### config.mk
export PLATFORM = sky130hd
export DESIGN_NAME = pm_sensor_frame_decoder_core
export DESIGN_NICKNAME = d
export VERILOG_FILES = /design/src/rtl/pmsfd_pkg.sv /design/src/rtl/pmsfd_front.sv /design/src/rtl/pmsfd_fifo.sv /design/src/rtl/pmsfd_back.sv /design/src/rtl/pm_sensor_frame_decoder_core.sv
export SDC_FILE = /design/constraint.sdc
export NUM_CORES = 1
export LEC_CHECK = 0
export BUFFER_PORTS_ARGS = -buffer_cell sky130_fd_sc_hd__buf_4
export CAP_MARGIN = 0
export CORE_MARGIN = 2
export CORE_UTILIZATION = 43
export DETAILED_ROUTE_END_ITERATION = 16
export SETUP_SLACK_MARGIN = 0.5
export SLEW_MARGIN = 30
export SYNTH_ARGS = -nofsm -noshare
export SYNTH_HDL_FRONTEND = slang
export SYNTH_HIERARCHICAL = 1
export SYNTH_SLANG_ARGS = --single-unit
### constraint.sdc
create_clock -name clk -period 9.45 [get_ports clk]
set_clock_uncertainty 0.05 [all_clocks]
set_input_delay 0.945 -clock clk [delete_from_list [all_inputs] [get_ports clk]]
set_output_delay 0.945 -clock clk [all_outputs]
set_load 0.01 [all_outputs]
### src/rtl/pmsfd_pkg.sv
// ---------------------------------------------------------------------------
// pmsfd_pkg: shared types and constants of the particulate frame decoder
// Holds the frame record that passes from the byte front end to the result
// back end, the configuration bundle, header bytes, limits and level scaling.
// ---------------------------------------------------------------------------
package pmsfd_pkg;

	localparam logic [7:0]  HDR0 = 8'h16;
	localparam logic [7:0]  HDR1 = 8'h11;
	localparam logic [7:0]  HDR2 = 8'h0B;
	localparam logic [15:0] VALUE_LIMIT = 16'd1001;
	localparam logic [15:0] CLASS_GOOD_BELOW = 16'd35;
	localparam logic [15:0] CLASS_MEDIUM_BELOW = 16'd85;

	// Status codes.
	localparam logic [1:0] ST_OK = 2'd0;
	localparam logic [1:0] ST_HEADER = 2'd1;
	localparam logic [1:0] ST_OVER = 2'd2;
	localparam logic [1:0] ST_SUM = 2'd3;

	// Quality classes.
	localparam logic [1:0] CLS_GOOD = 2'd0;
	localparam logic [1:0] CLS_MEDIUM = 2'd1;
	localparam logic [1:0] CLS_BAD = 2'd2;

	// Configuration register indexes.
	localparam logic [1:0] REG_DIM = 2'd0;
	localparam logic [1:0] REG_HOLD = 2'd1;
	localparam logic [1:0] REG_SUM_CHECK = 2'd2;

	// Levels at the reset brightness of 100 percent.
	localparam logic [7:0] LEVEL_FULL = 8'd127;
	localparam logic [7:0] LEVEL_HALF = 8'd64;

	localparam int OUT_W = 40;

	typedef struct packed {
		logic        hdr_good;
		logic        sum_zero;
		logic [15:0] value;
	} frame_rec_t;

	typedef struct packed {
		logic [7:0] full_level;
		logic [7:0] half_level;
		logic       color_hold;
		logic       sum_check;
	} cfg_t;

	// base*dim/100 with saturation at 255. The product stays below 2^15, where
	// multiplying by 5243 and dropping 19 bits gives the exact quotient.
	function automatic logic [7:0] scale_level(input logic [14:0] prod);
		logic [27:0] wide;
		logic [8:0]  quot;
		wide = 28'(prod) * 28'd5243;
		quot = wide[27:19];
		return quot[8] ? 8'hFF : quot[7:0];
	endfunction

endpackage

### src/rtl/pmsfd_front.sv
// ---------------------------------------------------------------------------
// pmsfd_front: byte front end
// Tracks the frame position, header match, value bytes and running sum, and
// hands one frame record to the queue on the last byte of each frame.
// ---------------------------------------------------------------------------
module pmsfd_front
	import pmsfd_pkg::*;
#(
	parameter int FRAME_BYTES = 20
) (
	input  logic       clk,
	input  logic       arst_n,
	input  logic       in_valid,
	output logic       in_ready,
	input  logic [7:0] in_byte,
	input  logic       in_start,
	input  logic       q_full,
	output logic       q_push,
	output frame_rec_t q_rec
);

	localparam int POS_W = $clog2(FRAME_BYTES);
	localparam logic [POS_W-1:0] LAST_POS = POS_W'(FRAME_BYTES - 1);

	logic [POS_W-1:0] pos_q;
	logic             hdr_good_q;
	logic [7:0]       val_hi_q;
	logic [7:0]       val_lo_q;
	logic [7:0]       sum_q;

	logic [POS_W-1:0] pos;
	logic             accept;
	logic             is_last;
	logic             hdr_next;
	logic [7:0]       sum_next;
	logic [7:0]       hi_next;
	logic [7:0]       lo_next;

	assign in_ready = !q_full;
	assign accept = in_valid && in_ready;

	// A start mark pulls the byte to position zero and drops a partial frame.
	assign pos = in_start ? '0 : pos_q;
	assign is_last = (pos >= LAST_POS);

	always_comb begin
		if (pos == '0) begin
			hdr_next = (in_byte == HDR0);
			sum_next = in_byte;
		end else begin
			hdr_next = hdr_good_q
				&& !(pos == POS_W'(1) && in_byte != HDR1)
				&& !(pos == POS_W'(2) && in_byte != HDR2);
			sum_next = sum_q + in_byte;
		end
		hi_next = (pos == POS_W'(5)) ? in_byte : val_hi_q;
		lo_next = (pos == POS_W'(6)) ? in_byte : val_lo_q;
	end

	always_ff @(posedge clk or negedge arst_n) begin
		if (!arst_n) begin
			pos_q <= '0;
			hdr_good_q <= 1'b1;
			val_hi_q <= '0;
			val_lo_q <= '0;
			sum_q <= '0;
		end else if (accept) begin
			pos_q <= is_last ? '0 : pos + POS_W'(1);
			hdr_good_q <= hdr_next;
			val_hi_q <= hi_next;
			val_lo_q <= lo_next;
			sum_q <= sum_next;
		end
	end

	assign q_push = accept && is_last;
	assign q_rec.hdr_good = hdr_next;
	assign q_rec.sum_zero = (sum_next == 8'd0);
	assign q_rec.value = {hi_next, lo_next};

endmodule

### src/rtl/pmsfd_fifo.sv
// ---------------------------------------------------------------------------
// pmsfd_fifo: frame record queue
// A short register queue between the front end and the back end so that
// either side can stall without holding the other.
// ---------------------------------------------------------------------------
module pmsfd_fifo
	import pmsfd_pkg::*;
#(
	parameter int DEPTH = 4
) (
	input  logic       clk,
	input  logic       arst_n,
	input  logic       push,
	input  frame_rec_t push_rec,
	output logic       full,
	input  logic       pop,
	output frame_rec_t pop_rec,
	output logic       empty
);

	localparam int IDX_W = (DEPTH > 1) ? $clog2(DEPTH) : 1;
	localparam int CNT_W = $clog2(DEPTH + 1);

	frame_rec_t       mem_q [DEPTH];
	logic [IDX_W-1:0] wr_q;
	logic [IDX_W-1:0] rd_q;
	logic [CNT_W-1:0] cnt_q;

	assign full = (cnt_q == CNT_W'(DEPTH));
	assign empty = (cnt_q == '0);
	assign pop_rec = mem_q[rd_q];

	function automatic logic [IDX_W-1:0] next_idx(input logic [IDX_W-1:0] idx);
		return (idx == IDX_W'(DEPTH - 1)) ? '0 : idx + IDX_W'(1);
	endfunction

	always_ff @(posedge clk) begin
		if (push) begin
			mem_q[wr_q] <= push_rec;
		end
	end

	always_ff @(posedge clk or negedge arst_n) begin
		if (!arst_n) begin
			wr_q <= '0;
			rd_q <= '0;
			cnt_q <= '0;
		end else begin
			if (push) begin
				wr_q <= next_idx(wr_q);
			end
			if (pop) begin
				rd_q <= next_idx(rd_q);
			end
			case ({push, pop})
				2'b10: cnt_q <= cnt_q + CNT_W'(1);
				2'b01: cnt_q <= cnt_q - CNT_W'(1);
				default: cnt_q <= cnt_q;
			endcase
		end
	end

endmodule

### src/rtl/pmsfd_back.sv
// ---------------------------------------------------------------------------
// pmsfd_back: result back end
// Turns a frame record into status, class and LED levels and holds the
// packed result in the output register until the receiver takes it.
// ---------------------------------------------------------------------------
module pmsfd_back
	import pmsfd_pkg::*;
(
	input  logic             clk,
	input  logic             arst_n,
	input  cfg_t             cfg,
	input  logic             q_empty,
	input  frame_rec_t       q_rec,
	output logic             q_pop,
	output logic             out_valid,
	input  logic             out_ready,
	output logic [OUT_W-1:0] out_data
);

	logic             valid_q;
	logic [OUT_W-1:0] data_q;

	logic [1:0] status;
	logic [1:0] cls;
	logic       upd;
	logic [7:0] red;
	logic [7:0] green;

	assign q_pop = !q_empty && (!valid_q || out_ready);

	always_comb begin
		// Header mismatch wins over a sum error, which wins over the limit.
		if (!q_rec.hdr_good) begin
			status = ST_HEADER;
		end else if (cfg.sum_check && !q_rec.sum_zero) begin
			status = ST_SUM;
		end else if (q_rec.value > VALUE_LIMIT) begin
			status = ST_OVER;
		end else begin
			status = ST_OK;
		end

		if (q_rec.value < CLASS_GOOD_BELOW) begin
			cls = CLS_GOOD;
		end else if (q_rec.value < CLASS_MEDIUM_BELOW) begin
			cls = CLS_MEDIUM;
		end else begin
			cls = CLS_BAD;
		end

		upd = (status == ST_OK) && !cfg.color_hold;
		red = '0;
		green = '0;
		if (upd) begin
			case (cls)
				CLS_GOOD: begin
					green = cfg.full_level;
				end
				CLS_MEDIUM: begin
					red = cfg.full_level;
					green = cfg.half_level;
				end
				default: begin
					red = cfg.full_level;
				end
			endcase
		end
	end

	always_ff @(posedge clk or negedge arst_n) begin
		if (!arst_n) begin
			valid_q <= 1'b0;
		end else if (q_pop) begin
			valid_q <= 1'b1;
		end else if (out_ready) begin
			valid_q <= 1'b0;
		end
	end

	always_ff @(posedge clk) begin
		if (q_pop) begin
			data_q <= {2'b00, 1'b0, green, red, upd, cls, q_rec.value, status};
		end
	end

	assign out_valid = valid_q;
	assign out_data = data_q;

endmodule

### src/rtl/pm_sensor_frame_decoder_core.sv
// ---------------------------------------------------------------------------
// pm_sensor_frame_decoder_core: particulate sensor frame decoder
// Assembles sensor bytes into fixed-length frames and reports one decoded
// result per frame with status, particle value, class and LED levels.
// ---------------------------------------------------------------------------
// Usage:
// Bytes enter on the s_ stream, one request per byte; s_tuser set marks a
// byte as the first of a frame and abandons any partial frame. Without the
// mark, frames follow one another every FRAME_BYTES bytes.
// The last byte of a frame produces one request on the m_ stream; all other
// bytes produce nothing. A byte is taken every cycle while the record queue
// has room, so throughput is one byte per cycle.
// The last byte of a frame writes its record into the record queue; from there
// it moves into the output register, which raises m_tvalid, once that
// register is empty or its result is being taken.
// When the receiver holds m_tready low the output register keeps its result,
// the record queue fills and only then does s_tready fall.
// Configuration writes on cfg_ are always taken (cfg_ready is high); the LED
// levels are scaled from the dim percentage when it is written.
// Reset clears the position, the queue and the output valid, and sets the
// dim percentage to 100, color hold off and checksum checking off.
// ---------------------------------------------------------------------------
module pm_sensor_frame_decoder_core
	import pmsfd_pkg::*;
#(
	parameter int FRAME_BYTES = 20
) (
	input  logic             clk,
	input  logic             arst_n,
	input  logic             s_tvalid,
	output logic             s_tready,
	input  logic [7:0]       s_tdata,   // [7:0] rx_byte
	input  logic             s_tuser,   // [0] frame_start
	output logic             m_tvalid,
	input  logic             m_tready,
	// [1:0] frame_status, [17:2] particle_value, [19:18] quality_class,
	// [20] led_update, [28:21] red_level, [36:29] green_level, [37] blue_level
	output logic [OUT_W-1:0] m_tdata,
	input  logic             cfg_valid,
	output logic             cfg_ready,
	input  logic [1:0]       cfg_index,
	input  logic [7:0]       cfg_data
);

	cfg_t       cfg_q;
	logic       q_full;
	logic       q_empty;
	logic       q_push;
	logic       q_pop;
	frame_rec_t push_rec;
	frame_rec_t pop_rec;
	logic [14:0] dim_full;
	logic [14:0] dim_half;

	assign cfg_ready = 1'b1;

	// 127*dim as a shift and subtract, 64*dim as a shift.
	assign dim_full = {cfg_data, 7'd0} - 15'(cfg_data);
	assign dim_half = {1'b0, cfg_data, 6'd0};

	always_ff @(posedge clk or negedge arst_n) begin
		if (!arst_n) begin
			cfg_q.full_level <= LEVEL_FULL;
			cfg_q.half_level <= LEVEL_HALF;
			cfg_q.color_hold <= 1'b0;
			cfg_q.sum_check <= 1'b0;
		end else if (cfg_valid) begin
			case (cfg_index)
				REG_DIM: begin
					cfg_q.full_level <= scale_level(dim_full);
					cfg_q.half_level <= scale_level(dim_half);
				end
				REG_HOLD: cfg_q.color_hold <= cfg_data[0];
				REG_SUM_CHECK: cfg_q.sum_check <= cfg_data[0];
				default: ;
			endcase
		end
	end

	pmsfd_front #(
		.FRAME_BYTES(FRAME_BYTES)
	) u_front (
		.clk     (clk),
		.arst_n  (arst_n),
		.in_valid(s_tvalid),
		.in_ready(s_tready),
		.in_byte (s_tdata),
		.in_start(s_tuser),
		.q_full  (q_full),
		.q_push  (q_push),
		.q_rec   (push_rec)
	);

	pmsfd_fifo #(
		.DEPTH(4)
	) u_fifo (
		.clk     (clk),
		.arst_n  (arst_n),
		.push    (q_push),
		.push_rec(push_rec),
		.full    (q_full),
		.pop     (q_pop),
		.pop_rec (pop_rec),
		.empty   (q_empty)
	);

	pmsfd_back u_back (
		.clk      (clk),
		.arst_n   (arst_n),
		.cfg      (cfg_q),
		.q_empty  (q_empty),
		.q_rec    (pop_rec),
		.q_pop    (q_pop),
		.out_valid(m_tvalid),
		.out_ready(m_tready),
		.out_data (m_tdata)
	);

endmodule
==> flow_metrics.py, run 1 <==
metrics = {
    "outcome": {
        "run_status": "complete, no violations",
    },
    "clock_tree": {
        "root_buffer": "clkbuf_16",
        "tritoncts": "yes",
        "clk_pin_slew_ns": 0.07,
        "clk_latency_ns": 0.42,
        "h-tree-depth": 4,
        "cts_buffers": 17,
        "cts_setup_buffers": 0,
        "cts-hold-fix-buffers": 0,
        "clk_path_buf_depth": 2,
        "ctsResizeCount": 0,
        "clock_sinks": 165,
    },
    "detailed_routing": {
        "vias": 8189,
        "firstDrtPassIters": 5,
        "wl_per_cell_um": 16.5,
        "drc": 0,
        "drtIter0Drc": 463,
        "wl_um": 26400,
        "postRouteAntennaNets": 0,
        "vias_per_cell": 5.11,
    },
    "logic_synthesis": {
        "syn_area_um2": 12900,
        "ys_seq_elements": 165,
        "yosysMostFrequentCell": "inv_1",
        "yosysTopAreaCell": "edfxtp_1",
        "synth.top_cell.area_share": 0.253,
        "yosysSeqAreaShare": 0.363,
        "synth_cells": 1137,
        "synth.distinct_cells": 77,
        "postSynthAreaPerCell_um2": 11.4,
        "synthTopCellsByCount": "inv_1 (198), ha_1 (178), edfxtp_1 (109), nand2_1 (90), fa_1 (89)",
        "synth_ff_type": "edfxtp_1",
        "synth-async-reset-ratio": 0.339,
        "ys_warn_count": 6,
        "synth.area.top_cells": "edfxtp_1 (25%), ha_1 (17%), fa_1 (14%)",
        "synth-edff-count": 109,
    },
    "power_and_ir_drop": {
        "p_per_area_nw_per_um2": 294,
        "p_leak_uw": 0.00653,
        "vdd_ir_drop_max_uv": 150,
    },
    "worst_setup_path": {
        "cp.required_ns": 9.75,
        "path_class": "input port to flop",
        "rr_worst_depth": 4,
        "cp_max_fo": 12,
        "crit_path_start_kind": "input port",
        "worstReg2RegStart": "u_fifo/rd_q[1]",
        "crit_arrival_ns": 7.97,
        "rr_endpoint": "u_back/out_data[23]",
        "r2r_slack_ns": 6.07,
        "cp-end-kind": "flop",
    },
    "floorplanning": {
        "die_h_um": 177,
        "start_util": 0.436,
        "row_count": 63,
        "core_um2": 29600,
        "io_pins": 67,
        "dieArea_um2": 31500,
        "die_w_um": 177,
    },
    "sta": {
        "fmax_mhz": 130,
        "setup_viol_count_final": 0,
        "drv_slew": 0,
        "rsz0062_at_grt": "false",
        "worst_pin_slew_ns": 0.960,
        "hold_viol": 0,
        "maxSlewHeadroom": 0.360,
        "tns_ns": 0,
        "min_period_ns": 7.67,
        "fin_crit_sh": 0.812,
    },
    "finish": {
        "insertedDiodeCount": 0,
        "final_util": 0.487,
        "stdcell_area_um2": 14400,
        "nets": 1491,
        "synthToLayoutAreaGrowth_pct": 11.6,
        "drive_gt1_frac": 0.148,
    },
    "hold_path": {
        "hold_path_class": "flop to flop",
        "hold_depth": 2,
        "hold_end": "u_front/val_hi_q[7]",
        "min_from": "u_front/val_hi_q[7]",
    },
    "run": {
        "maxCapViolCount": 0,
    },
    "place": {
        "hpwl_um": 20800,
        "io_buffers": 62,
        "place_congestion": 0.859,
        "post_dp_cell_area_um2": 13800,
    },
    "global_routing": {
        "grt_overflow": 0,
        "grt_usage": 0.179,
        "grt_pass1_wl_um": 43600,
        "grt_max_degree": 57,
        "antenna_found_initial": 0,
        "first_global_vias": 8100,
    },
}
worst max path at each step:
stage	start	to	cells after the start
global placement	cfg_data[0]	cfg_q[17]	25
finish	cfg_data[0]	cfg_q[17]	25
global route	cfg_data[0]	cfg_q[17]	25
CTS	cfg_data[0]	cfg_q[17]	25
detailed placement	cfg_data[0]	cfg_q[17]	25
floorplan	cfg_data[1]	cfg_q[17]	24
power breakdown:
| part | total [uW] | switching [uW] | internal [uW] | leakage [uW] |
|---|---|---|---|---|
| clock network | 690 | 299 | 391 | 0.000290 |
| logic | 2480 | 1430 | 1060 | 0.00454 |
| registers | 1070 | 101 | 972 | 0.00170 |
logic make-up after synthesis:
kind of cell	Yosys count	synth area share
AOI/OAI and AO/OA	148	0.0809
and+or+nand+nor	245	0.0947
other	2	0.000581
buffers and inverters	224	0.0686
adders and majority gates	267	0.310
DFF	165	0.363
muxes	37	0.0476
xor gates and xnor gates	49	0.0349
area by class of cell:
class | count | area, um2
inverter | 198 | 743
sequential | 165 | 4690
clock buffer | 20 | 500
clock inverter | 12 | 100
tap | 390 | 488
timing repair buffer | 68 | 510
fill | 2701 | 15200
multi-input combinational | 750 | 7390
registers in the layout, indices dropped and copies added, names as in the netlist:
name                cells
u_front/hdr_good_q      1
u_fifo/mem_q           72
u_back/out_valid        1
cfg_q                  18
u_fifo/rd_q             2
u_front/val_hi_q        8
u_front/sum_q           8
u_fifo/wr_q             2
u_front/val_lo_q        8
u_back/out_data        37
u_fifo/cnt_q            3
u_front/pos_q           5
per-layer routing:
| layer | vias to the layer above | global-route usage | wire length, um |
|---|---|---|---|
| met5 | - | 0 | 0 |
| met4 | 0 | 0.0372 | 268 |
| met3 | 20 | 0.0263 | 979 |
| met2 | 136 | 0.272 | 12000 |
| met1 | 3996 | 0.271 | 13200 |
| li1 | 4037 | - | - |
placed cells by master, fill, tap and decap left out, types with 7 or more instances in the layout:
| master | instances |
|---|---|
| a21o_1 | 7 |
| a21oi_1 | 34 |
| a31oi_1 | 13 |
| buf_4 | 68 |
| clkbuf_16 | 20 |
| dfrtp_1 | 47 |
| dfstp_2 | 9 |
| edfxtp_1 | 109 |
| fa_1 | 89 |
| ha_1 | 178 |
| inv_1 | 198 |
| mux2_2 | 16 |
| mux4_2 | 18 |
| nand2_1 | 89 |
| nand3_1 | 20 |
| nand4_1 | 17 |
| nor2_1 | 49 |
| nor3_1 | 11 |
| nor3b_1 | 10 |
| o21ai_0 | 35 |
| xnor2_1 | 31 |
| xor2_1 | 13 |
critical path: stages:
cell and delay (ns):
buf_4 0.18, inv_1 0.36, ha_1 0.27, nand2_1 0.09
nor3_1 0.33, a31oi_1 0.18, o21ai_1 0.22, a21boi_0 0.17
xnor2_1 0.62, inv_1 0.21, fa_1 0.51, ha_1 0.32
fa_1 0.48, inv_1 0.05, fa_1 0.50, fa_1 0.54
inv_1 0.04, ha_1 0.33, a211oi_1 0.10, o21ai_0 0.29
a21boi_0 0.14, a311oi_1 0.60, o41ai_1 0.15, xor2_1 0.17
a31oi_1 0.17
through the flow:
stage / hold WS [ns] / instances / power (uW) / setup WS, ns
after floorplan: 0.390 / 1139 / 2950 / 2.38
after global routing: 0.440 / 1603 / 4700 / 1.23
final: 0.422 / 1603 / 4250 / 1.78
after detailed placement: 0.407 / 1571 / 3590 / 1.33
after CTS: 0.423 / 1603 / 4300 / 1.76
after global placement: 0.401 / 1571 / 3550 / 1.51
Note: power is estimated with default switching activity, not from simulation.
==> run 2, diff against run 1 <==
- clock period: 9.45 -> 6.91 ns (I/O delays scaled with it)
==> flow_metrics.py, run 2 (synthesis gave the netlist of run 1 again) <==
metrics = {
    "global_routing": {
        "grt_max_degree": 57,
        "grt_pass1_wl_um": 44000,
        "antenna_found_initial": 0,
        "grt_overflow": 0,
        "first_global_vias": 8421,
        "grt_usage": 0.181,
    },
    "hold_path": {
        "hold_path_class": "input port to async pin",
    },
    "finish": {
        "largest_register": "u_fifo/mem_q",
        "nets": 1527,
        "layout_common_cells": "inv_1 (190), ha_1 (168), edfxtp_1 (109)",
        "synthToLayoutAreaGrowth_pct": 16.4,
        "insertedDiodeCount": 0,
        "final_util": 0.508,
        "final_common_cell": "inv_1",
        "drive_gt1_frac": 0.209,
        "largest_reg_flops": 72,
        "stdcell_area_um2": 15000,
    },
    "sta": {
        "fin_ws_ns": 0.683,
        "fmax_mhz": 161,
        "hold_viol": 0,
        "min_period_ns": 6.23,
        "drv_slew": 0,
        "worst_pin_slew_ns": 0.953,
        "tns_ns": 0,
        "rsz0062_at_grt": "true",
        "setup_viol_count_final": 0,
        "maxSlewHeadroom": 0.365,
        "fin_crit_sh": 0.901,
        "whs_ns": 0.280,
    },
    "place": {
        "hpwl_um": 21400,
        "place_congestion": 0.880,
        "post_dp_cell_area_um2": 14200,
        "place_ws_ns": 0.108,
        "io_buffers": 62,
    },
    "detailed_routing": {
        "wl_um": 27100,
        "wl_per_cell_um": 16.6,
        "drc": 0,
        "postRouteAntennaNets": 0,
        "vias": 8355,
        "firstDrtPassIters": 5,
        "drtIter0Drc": 449,
        "vias_per_cell": 5.10,
    },
    "floorplanning": {
        "die_w_um": 177,
        "io_pins": 67,
        "start_util": 0.436,
        "row_count": 63,
        "die_h_um": 177,
        "core_um2": 29600,
        "dieArea_um2": 31500,
    },
    "clock_tree": {
        "clock_sinks": 165,
        "clk_latency_ns": 0.42,
        "cts_buffers": 17,
        "h-tree-depth": 4,
        "cts-hold-fix-buffers": 0,
        "clk_path_buf_depth": 2,
        "clk_pin_slew_ns": 0.07,
        "tritoncts": "yes",
        "root_buffer": "clkbuf_16",
    },
    "run": {
        "maxCapViolCount": 0,
    },
    "power_and_ir_drop": {
        "p_leak_uw": 0.00677,
        "vdd_ir_drop_max_uv": 293,
        "p_per_area_nw_per_um2": 414,
    },
    "worst_setup_path": {
        "path_class": "input port to flop",
        "cp.required_ns": 7.21,
        "crit_path_start_kind": "input port",
        "cp-end-kind": "flop",
        "crit_arrival_ns": 6.53,
        "cp_max_fo": 6,
    },
    "outcome": {
        "run_status": "complete, no violations",
    },
}
[run 2: metal layers]
layer  track usage  vias up  part of all wire
met4        0.0362        0             0.010
li1              -     4103                 -
met1         0.268     4089              0.49
met3        0.0240       19             0.034
met5             0        -                 0
met2         0.284      144              0.46
[run 2: final timing paths]
check	start	to	slack [ns]	cells after the start
setup / recovery	cfg_data[1]	cfg_q[17]	0.68	27
hold / removal	arst_n	u_back/out_valid	0.28	1
setup reg to reg	u_fifo/rd_q[1]	u_back/out_data[35]	3.65	5
hold reg to reg	u_front/val_hi_q[3]	u_front/val_hi_q[3]	0.42	2
max in group asynchronous	arst_n	u_fifo/rd_q[0]	6.02	1
min in group clk	u_front/val_hi_q[3]	u_front/val_hi_q[3]	0.42	2
[run 2: power breakdown]
| group | total [uW] | switching [uW] | internal [uW] |
|---|---|---|---|
| Clock | 907 | 405 | 502 |
| Sequential | 1470 | 138 | 1330 |
| Combinational | 3860 | 2170 | 1690 |
[run 2: worst max-delay path: stages]
cell and delay, ns:
buf_4 0.10, clkinvlp_4 0.13, ha_4 0.19, inv_4 0.05, nor2_2 0.04, and3_4 0.18
a211oi_4 0.26, o21ai_2 0.09, or3_4 0.45, xnor2_4 0.15, buf_12 0.14, fa_1 0.43
ha_1 0.33, fa_1 0.48, inv_1 0.05, fa_1 0.47, fa_1 0.53, inv_2 0.05
ha_4 0.29, nand3_4 0.08, nor4_4 0.22, a22oi_2 0.15, buf_4 0.17, a311oi_4 0.43
o41ai_2 0.11, xor2_1 0.15, a31oi_1 0.13
[run 2: cell type report]
class / count / area [um2]
Fill cell: 2688 / 14600
Multi-Input combinational cell: 750 / 7750
Sequential cell: 165 / 4690
Timing Repair Buffer: 104 / 797
Inverter: 198 / 757
Tap cell: 390 / 488
Clock buffer: 19 / 464
Clock inverter: 13 / 109
[run 2: through the flow]
stage | cells | power (uW)
6_report | 1639 | 6230
4_1_cts | 1627 | 5960
2_1_floorplan | 1139 | 4120
5_1_grt | 1639 | 6850
3_3_place_gp | 1595 | 4970
3_5_place_dp | 1595 | 5020
[run 2: what timing repair did]
item,in CTS,in global routing
gates resized for setup,0,35
buffers inserted,0,12
endpoints found under the setup margin,0,8
==> run 3, diff against run 2 <==
- RECOVER_POWER: default -> 50
- SYNTH_HIERARCHICAL: 1 -> default
==> flow_metrics.py, run 3 <==
metrics = {
    "outcome": {
        "run_status": "finished with violations",
        "failed_checks": "capacitance limit, slew limit",
    },
    "detailed_routing": {
        "wl_per_cell_um": 16.0,
        "firstDrtPassIters": 8,
        "vias": 8117,
        "wl_um": 26000,
        "postRouteAntennaNets": 0,
        "drc": 0,
        "vias_per_cell": 5.01,
        "drtIter0Drc": 449,
    },
    "logic_synthesis": {
        "synth-edff-count": 109,
        "ys_warn_count": 0,
        "synth_cells": 1105,
        "yosysMostFrequentCell": "inv_1",
        "synth_xor_area_frac": 0.0337,
        "synthTopCellsByCount": "inv_1 (195), ha_1 (178), edfxtp_1 (109), nand2_1 (103), fa_1 (89)",
        "synth_adder_area_share": 0.315,
        "synth_compound_area_frac": 0.0775,
        "ys_seq_elements": 165,
        "synth.distinct_cells": 65,
        "synth_top_family_by_area": "adder cells",
        "synth_mux_area_frac": 0.0541,
        "synth.top_cell.area_share": 0.257,
        "yosys.area_share.simple": 0.0862,
        "synth_ff_type": "edfxtp_1",
        "yosysSeqAreaShare": 0.368,
        "synth-async-reset-ratio": 0.339,
        "postSynthAreaPerCell_um2": 11.5,
        "yosysTopAreaCell": "edfxtp_1",
        "synth.area.top_cells": "edfxtp_1 (26%), ha_1 (17%), fa_1 (14%)",
        "syn_area_um2": 12700,
    },
    "power_and_ir_drop": {
        "p_per_area_nw_per_um2": 439,
        "p_total_uw": 6500,
        "vdd_ir_drop_max_uv": 288,
        "p_leak_uw": 0.00687,
    },
    "worst_setup_path": {
        "crit_start": "cfg_data[1]",
        "crit_arrival_ns": 6.64,
        "path_class": "input port to flop",
        "cp.required_ns": 7.22,
        "crit_path_start_kind": "input port",
        "cp-end-kind": "flop",
        "cp_max_fo": 5,
        "worstReg2RegStart": "u_front.pos_q[4]",
    },
    "finish": {
        "final_common_cell": "inv_1",
        "fill_cells": 2666,
        "final_util": 0.503,
        "nets": 1508,
        "drive_gt1_frac": 0.160,
        "insertedDiodeCount": 0,
        "layout_common_cells": "inv_1 (183), ha_1 (169), edfxtp_1 (109)",
        "largest_register": "u_fifo.mem_q",
        "largest_reg_flops": 72,
        "synthToLayoutAreaGrowth_pct": 16.2,
    },
    "sta": {
        "fin_ws_ns": 0.581,
        "maxSlewHeadroom": -1.19,
        "hold_viol": 0,
        "worst_pin_slew_ns": 3.29,
        "whs_ns": 0.406,
        "min_period_ns": 6.33,
        "setup_viol_count_final": 0,
        "fmax_mhz": 158,
        "tns_ns": 0,
        "fin_crit_sh": 0.916,
        "drv_slew": 114,
        "rsz0062_at_grt": "true",
    },
    "global_routing": {
        "grt_usage": 0.172,
        "grt_use_met3": 0.0301,
        "antenna_found_initial": 0,
        "met2_usage": 0.261,
        "grtUsageMet1": 0.261,
        "grt_busiest_layer": "met1",
        "first_global_vias": 7927,
        "grt_max_degree": 57,
        "grt_pass1_wl_um": 41800,
        "grt_overflow": 0,
    },
    "clock_tree": {
        "cts-hold-fix-buffers": 0,
        "clk_pin_slew_ns": 0.07,
        "clock_sinks": 165,
        "h-tree-depth": 4,
        "clk_path_buf_depth": 2,
        "tritoncts": "yes",
        "clk_latency_ns": 0.42,
        "cts_buffers": 17,
        "root_buffer": "clkbuf_16",
    },
    "floorplanning": {
        "dieArea_um2": 31000,
        "row_count": 63,
        "start_util": 0.433,
        "die_h_um": 176,
        "die_w_um": 176,
        "io_pins": 67,
        "core_um2": 29400,
    },
    "place": {
        "hpwl_um": 20400,
        "place_ws_ns": 0.00575,
        "io_buffers": 62,
        "place_congestion": 0.834,
    },
    "run": {
        "maxCapViolCount": 3,
    },
    "hold_path": {
        "min_from": "m_tready",
        "hold_path_class": "input port to flop",
    },
}
run 3: worst max-delay path: stages:
cell and delay [ns]:
buf_8 0.08, clkinvlp_4 0.11, ha_4 0.19, inv_4 0.06
nor2_4 0.04, and3_4 0.19, a211oi_4 0.26, o21ai_2 0.11
or3_4 0.37, xnor2_4 0.27, ha_4 0.25, fa_1 0.56
fa_1 0.45, fa_1 0.57, inv_2 0.04, fa_1 0.49
inv_2 0.05, ha_4 0.28, and4_4 0.22, and4_1 0.17
nand4_1 0.11, o221ai_2 0.27, a41oi_2 0.18, buf_4 0.17
o21bai_1 0.16, xor2_1 0.16, o22a_1 0.15
run 3: worst paths after layout:
check	endpoint	slack, ns	depth (start not counted)
setup / recovery	cfg_q[16]	0.58	27
hold / removal	u_back.out_valid	0.41	2
setup reg to reg	u_fifo.mem_q[1][16]	3.21	7
hold reg to reg	u_front.val_hi_q[4]	0.42	2
max in group asynchronous	u_fifo.rd_q[1]	3.63	1
min in group asynchronous	u_front.sum_q[4]	1.31	1
run 3: routing by layer:
layer  vias up  routed length (um)
li1       4010                   -
met1      3955               13000
met2       134               11700
met3        18                 976
met4         0                 279
met5         -                   0
run 3: stage by stage:
step                area, um2  cells
global placement        14000   1566
global route            14800   1620
CTS                     14600   1598
floorplan               13000   1107
finish                  14800   1620
detailed placement      14000   1566
run 3: kinds of logic after synthesis:
logic type | count (synthesis)
buf+inv | 213
xor+xnor | 49
other cells | 2
simple gates | 220
fa+ha+maj | 267
flops | 165
compound gates | 148
mux | 41
run 3: layout make-up:
| cell class | count | area (um2) | share of cell area |
|---|---|---|---|
| clock inverter | 15 | 171 | 0.0116 |
| inverter | 195 | 746 | 0.0504 |
| tap | 390 | 488 | 0.0330 |
| timing repair buffer | 109 | 681 | 0.0460 |
| multi-input combinational | 729 | 7600 | 0.514 |
| clock buffer | 17 | 425 | 0.0287 |
| sequential | 165 | 4690 | 0.317 |
run 3: where the power goes:
part,total (uW),internal [uW],switching (uW)
clock,930,490,440
combinational,4110,1880,2230
sequential,1460,1320,140
run 3: repair_timing:
item	CTS	global route
setup endpoints to repair	8	8
setup buffers	0	22
hold endpoints to repair	0	0
pin swaps	1	25
gates resized for setup	1	26
gates cloned	0	0
